<file path="src/hdl/tdrt_ram.sv">
`timescale 1ns / 1ps
module tdrt_ram #(
  parameter int unsigned Width = 36,
  parameter int unsigned Depth = 16,
  localparam int unsigned AddrW = (Depth > 1) ? $clog2(Depth) : 1
) (
  input  logic             clk_i,
  input  logic             we_i,
  input  logic [AddrW-1:0] waddr_i,
  input  logic [Width-1:0] wdata_i,
  input  logic             re_i,
  input  logic [AddrW-1:0] raddr_i,
  output logic [Width-1:0] rdata_o
);

  logic [Width-1:0] mem_q [Depth];
  logic [Width-1:0] rdata_q;

  always_ff @(posedge clk_i) begin
    if (we_i) begin
      mem_q[waddr_i] <= wdata_i;
    end
    if (re_i) begin
      rdata_q <= mem_q[raddr_i];
    end
  end

  assign rdata_o = rdata_q;

endmodule

</file>
<file path="config.mk">
export PLATFORM = sky130hd
export DESIGN_NAME = tdrt_ram
export DESIGN_NICKNAME = d
export VERILOG_FILES = /design/src/hdl/tdrt_ram.sv
export SDC_FILE = /design/constraint.sdc
export NUM_CORES = 1
export LEC_CHECK = 0
export BUFFER_PORTS_ARGS = -buffer_cell sky130_fd_sc_hd__buf_2
export CAP_MARGIN = 0
export CELL_PAD_IN_SITES_DETAIL_PLACEMENT = 0
export CELL_PAD_IN_SITES_GLOBAL_PLACEMENT = 2
export CORE_MARGIN = 2
export CORE_UTILIZATION = 50
export DETAILED_ROUTE_END_ITERATION = 8
export PLACE_DENSITY = 0.91
export REMOVE_ABC_BUFFERS = 1
export SLEW_MARGIN = 5
export SYNTH_ARGS = -nofsm -noshare
export SYNTH_HDL_FRONTEND = slang
export SYNTH_SLANG_ARGS = --single-unit
</file>
<file path="constraint.sdc">
create_clock -name clk_i -period 4.6 [get_ports clk_i]
set_clock_uncertainty 0.15 [all_clocks]
set_input_delay 0.46 -clock clk_i [delete_from_list [all_inputs] [get_ports clk_i]]
set_output_delay 0.46 -clock clk_i [all_outputs]
set_load 0.03 [all_outputs]
</file>
# After elaboration in Yosys (flattened, before gate mapping)
# Memory sizes are Yosys's and may differ from the RTL's. A register that Yosys moved wholly into a read port is not among the register bits.
# Cells that the tools add are included.
# Widths: inputs -> output; s select.
# word_totals
ff_bits	0
latchBits	0
ramBits	576
romBits	0
wordCells	3
mem_count	1
# classes
n_addsub	0
multipliers	0
div	0
magnitude_cmp	0
n_eq_ne	0
shifts	0
n_mux	2
bitwise_logic	0
reduce_logical	0
# mem_list
name	depth	word_bits	read_ports	rd_ports_with_merged_regs	wr	line	text
mem_q	16	36	1	1	1	16	logic [Width-1:0] mem_q [Depth];
# op_table
operator	n
$mux 1	2

# Longest topological paths before layout
# logic_depth
depth_word	2
ltp_mapped	6
mapped_depth_nobuf	3

# Worst setup path before layout
# OpenSTA, ideal clock, no wires.
# synth_timing
kind	input port to flip-flop
startpoint	input port waddr_i[2]
endpoint	memory mem_q[0][0] (enable)
setup_ns	0.474
t_arrival_ns	3.446
required_ns	3.976
path_slack_ns	0.529
cell_stages	2
path_buffers	0
path_cell_list	or3b_2 -> nor3_1
# synth_rtl
element	line	text
from (decl)	9	input logic [AddrW-1:0] waddr_i,
to (decl)	16	
# Straight into the memory's write port.

==> results.cfg <==
[route]
drtIter0Drc = 1397
drtAntennaViolNets = 0
drcViolationCount = 0
vias_per_cell = 6.04
drt-total-wl_um = 47500
dr.pass1.iters = 7
wl_per_cell_um = 27.9
vias = 10300

[power]
pwr-share-seq = 0.554
power_frac_comb = 0.051
clockPowerShare = 0.395
p_per_area_nw_per_um2 = 443
p_int_mw = 9.07
switchingPower_mw = 2.33
p_leak_nw = 8.18
switching_share = 0.205
ir_drop_uv = 276

[die]
io_pins = 83
initial_utilization = 0.503
dieArea_um2 = 47100
fp.dieW_um = 217
core_area_um2 = 45100
fp-row-count = 78
die_y_um = 217

[worst_setup_path]
arrival_ns = 2.37
critPathMaxStageDelay_ns = 0.56
reg2reg_slack_ns = 2.99
r2r_start = mem_q[9][32]$_DFFE_PP_
cpMaxStageDelayCell = mux4_2
critPathMaxFanout = 58
crit_family = buffers and inverters
cp_data_required_time_ns = 4.78
crit_type = primary input to flip-flop
path_buf_inv = 2
crit_cells = 5
r2r_end = rdata_o[32]$_DFFE_PP_
r2r_cells = 3
cp-end-kind = flip-flop
startpoint_type = primary input
worstPathCellList = buf_8, buf_12, mux4_2, a22oi_1, nand2_1

[cells_and_area]
num-nets-final = 1104
final_cells = 1702
syn2layout_area_growth_pct = 13.6
layout-drive-gt1-share = 0.321

[worst_hold_path]
hold_class = primary input to flip-flop
worstHoldStart = wdata_i[12]
holdPathEnd = mem_q[5][12]$_DFFE_PP_
whs_path_depth = 1

[logic_synthesis]
ys_ff_latch = 612
avgSynthCellArea_um2 = 24.2
seq_area_frac_synth = 0.810
synthAdderAreaFrac = 0
ys_types = 17
synthXorXnorAreaFrac = 0
ys_warn_count = 0
syn_inst = 938
synth_compound_area_frac = 0.0238
synth-simple-area-share = 0.0118
synth.mux.area_fraction = 0.143
netlist_area_um2 = 22700
synth_top_family_by_area = multiplexers

[cts]
clk_pin_slew_worst_paths_ns = 0.07
cts_buffer_depth = 3
cts_inserted_buffers = 55
ctsResizeCount = 0
root_buffer = clkbuf_16
cts_tree = built
clk_latency_ns = 0.59
hold_buffers = 0
clock_sinks = 612
h-tree-depth = 2
post_cts_buffers = 0

[sta]
worst-slew-pin-transition_ns = 0.971
setup_viol = 0
hold_viol = 0
period_share = 0.475
setup_slack_ns = 2.41
slew_headroom = 0.353
fmax_mhz = 457
rsz0062_at_grt = false
maxSlewViolCount = 0
period_minus_slack_ns = 2.19
tns_ns = 0

[place]
dp_hpwl_um = 24100
io_buffer_count = 82
dp_slack_ns = 1.77
place_inst = 1600
finalWeightedCongestion = 0.730

[grt]
grt_busiest_layer = met2
grt_pass1_vias = 10600
grt_overflow = 0
grt_max_degree = 77
grt.total_usage = 0.205
met2_usage = 0.352
grt_first_pass_wirelength_um = 69800
antenna_found_initial = 5
use_met1 = 0.273
met3_usage = 0.0337

[outcome]
outcome = finished clean

[run]
cap_viol_max_count = 0
[logic make-up (layout without fill, tap and decap cells)]
logic type | after synthesis | in the layout
compound gates | 72 | 72
buf+inv | 47 | 210
flops | 612 | 612
mux | 144 | 144
other cells | 0 | 1
simple gates | 63 | 63
[cells in the mapped netlist]
master	count	area [um^2]
nor2_1	13	48.8
clkbuf_1	21	78.8
mux4_2	144	3240
buf_4	1	7.51
nor2b_1	2	12.5
buf_6	7	78.8
or3b_2	1	8.76
nand3_1	1	5.00
and2_1	1	6.26
nor3_1	4	20.0
buf_1	3	11.3
nand3b_1	2	15.0
nand2b_1	2	12.5
buf_2	15	75.1
nand2_1	37	139
a22oi_1	72	541
edfxtp_1	612	18400
[how the worst max path moves through the flow]
| stage | to | from | slack [ns] |
|---|---|---|---|
| floorplan | mem_q[0][0]$_DFFE_PP_ | waddr_i[2] | 0.53 |
| global placement | rdata_o[25]$_DFFE_PP_ | raddr_i[0] | 1.83 |
| detailed placement | rdata_o[17]$_DFFE_PP_ | raddr_i[0] | 1.77 |
| CTS | rdata_o[17]$_DFFE_PP_ | raddr_i[0] | 2.37 |
| global route | rdata_o[17]$_DFFE_PP_ | raddr_i[0] | 2.25 |
| finish | rdata_o[14]$_DFFE_PP_ | raddr_i[0] | 2.41 |
[power groups by stage]
stage | Combinational (mW) | Sequential, mW | Clock (mW)
6_report | 0.578 | 6.32 | 4.51
5_1_grt | 0.620 | 6.33 | 4.78
4_1_cts | 0.584 | 6.32 | 4.58
3_5_place_dp | 0.581 | 6.44 | 0
3_3_place_gp | 0.566 | 6.43 | 0
2_1_floorplan | 0.240 | 6.48 | 0
[cell usage in the layout (no fill, tap or decap), types with 2 or more instances in the layout]
| cell | count |
|---|---|
| a22oi_1 | 72 |
| nor3_2 | 4 |
| nand3b_1 | 2 |
| nand2b_1 | 2 |
| clkbuf_1 | 4 |
| nor2_4 | 13 |
| buf_4 | 24 |
| nand2_1 | 37 |
| nor2b_4 | 2 |
| buf_2 | 80 |
| edfxtp_1 | 612 |
| inv_6 | 3 |
| clkinvlp_4 | 4 |
| buf_12 | 3 |
| mux4_2 | 144 |
| bufinv_16 | 7 |
| clkbuf_16 | 55 |
| clkinv_1 | 18 |
| clkinv_2 | 9 |
[state kept, by name, indices dropped and copies added, names as in the netlist]
register and count:
rdata_o 36, mem_q 576
[cell type report]
| cell class | instances | area (um^2) |
|---|---|---|
| Sequential cell | 612 | 18400 |
| Antenna cell | 1 | 2.50 |
| Clock buffer | 59 | 1390 |
| Tap cell | 600 | 751 |
| Multi-Input combinational cell | 279 | 4190 |
| Fill cell | 3164 | 19300 |
| Clock inverter | 42 | 388 |
| Timing Repair Buffer | 109 | 667 |
[stage by stage]
step	hold slack (ns)	total power, mW	util	area [um^2]
4_1_cts	0.0637	11.5	0.571	25800
3_3_place_gp	0.572	7.00	0.532	24000
5_1_grt	0.0896	11.7	0.571	25800
3_5_place_dp	0.589	7.02	0.532	24000
2_1_floorplan	0.409	6.72	-	22400
6_report	0.0916	11.4	0.571	25800
[layer usage]
metal	vias to the layer above	part of all wire
li1	4283	-
met1	5429	0.38
met2	473	0.52
met3	84	0.078
met4	6	0.023
met5	-	0.00072
(Power assumes the default switching activity.)
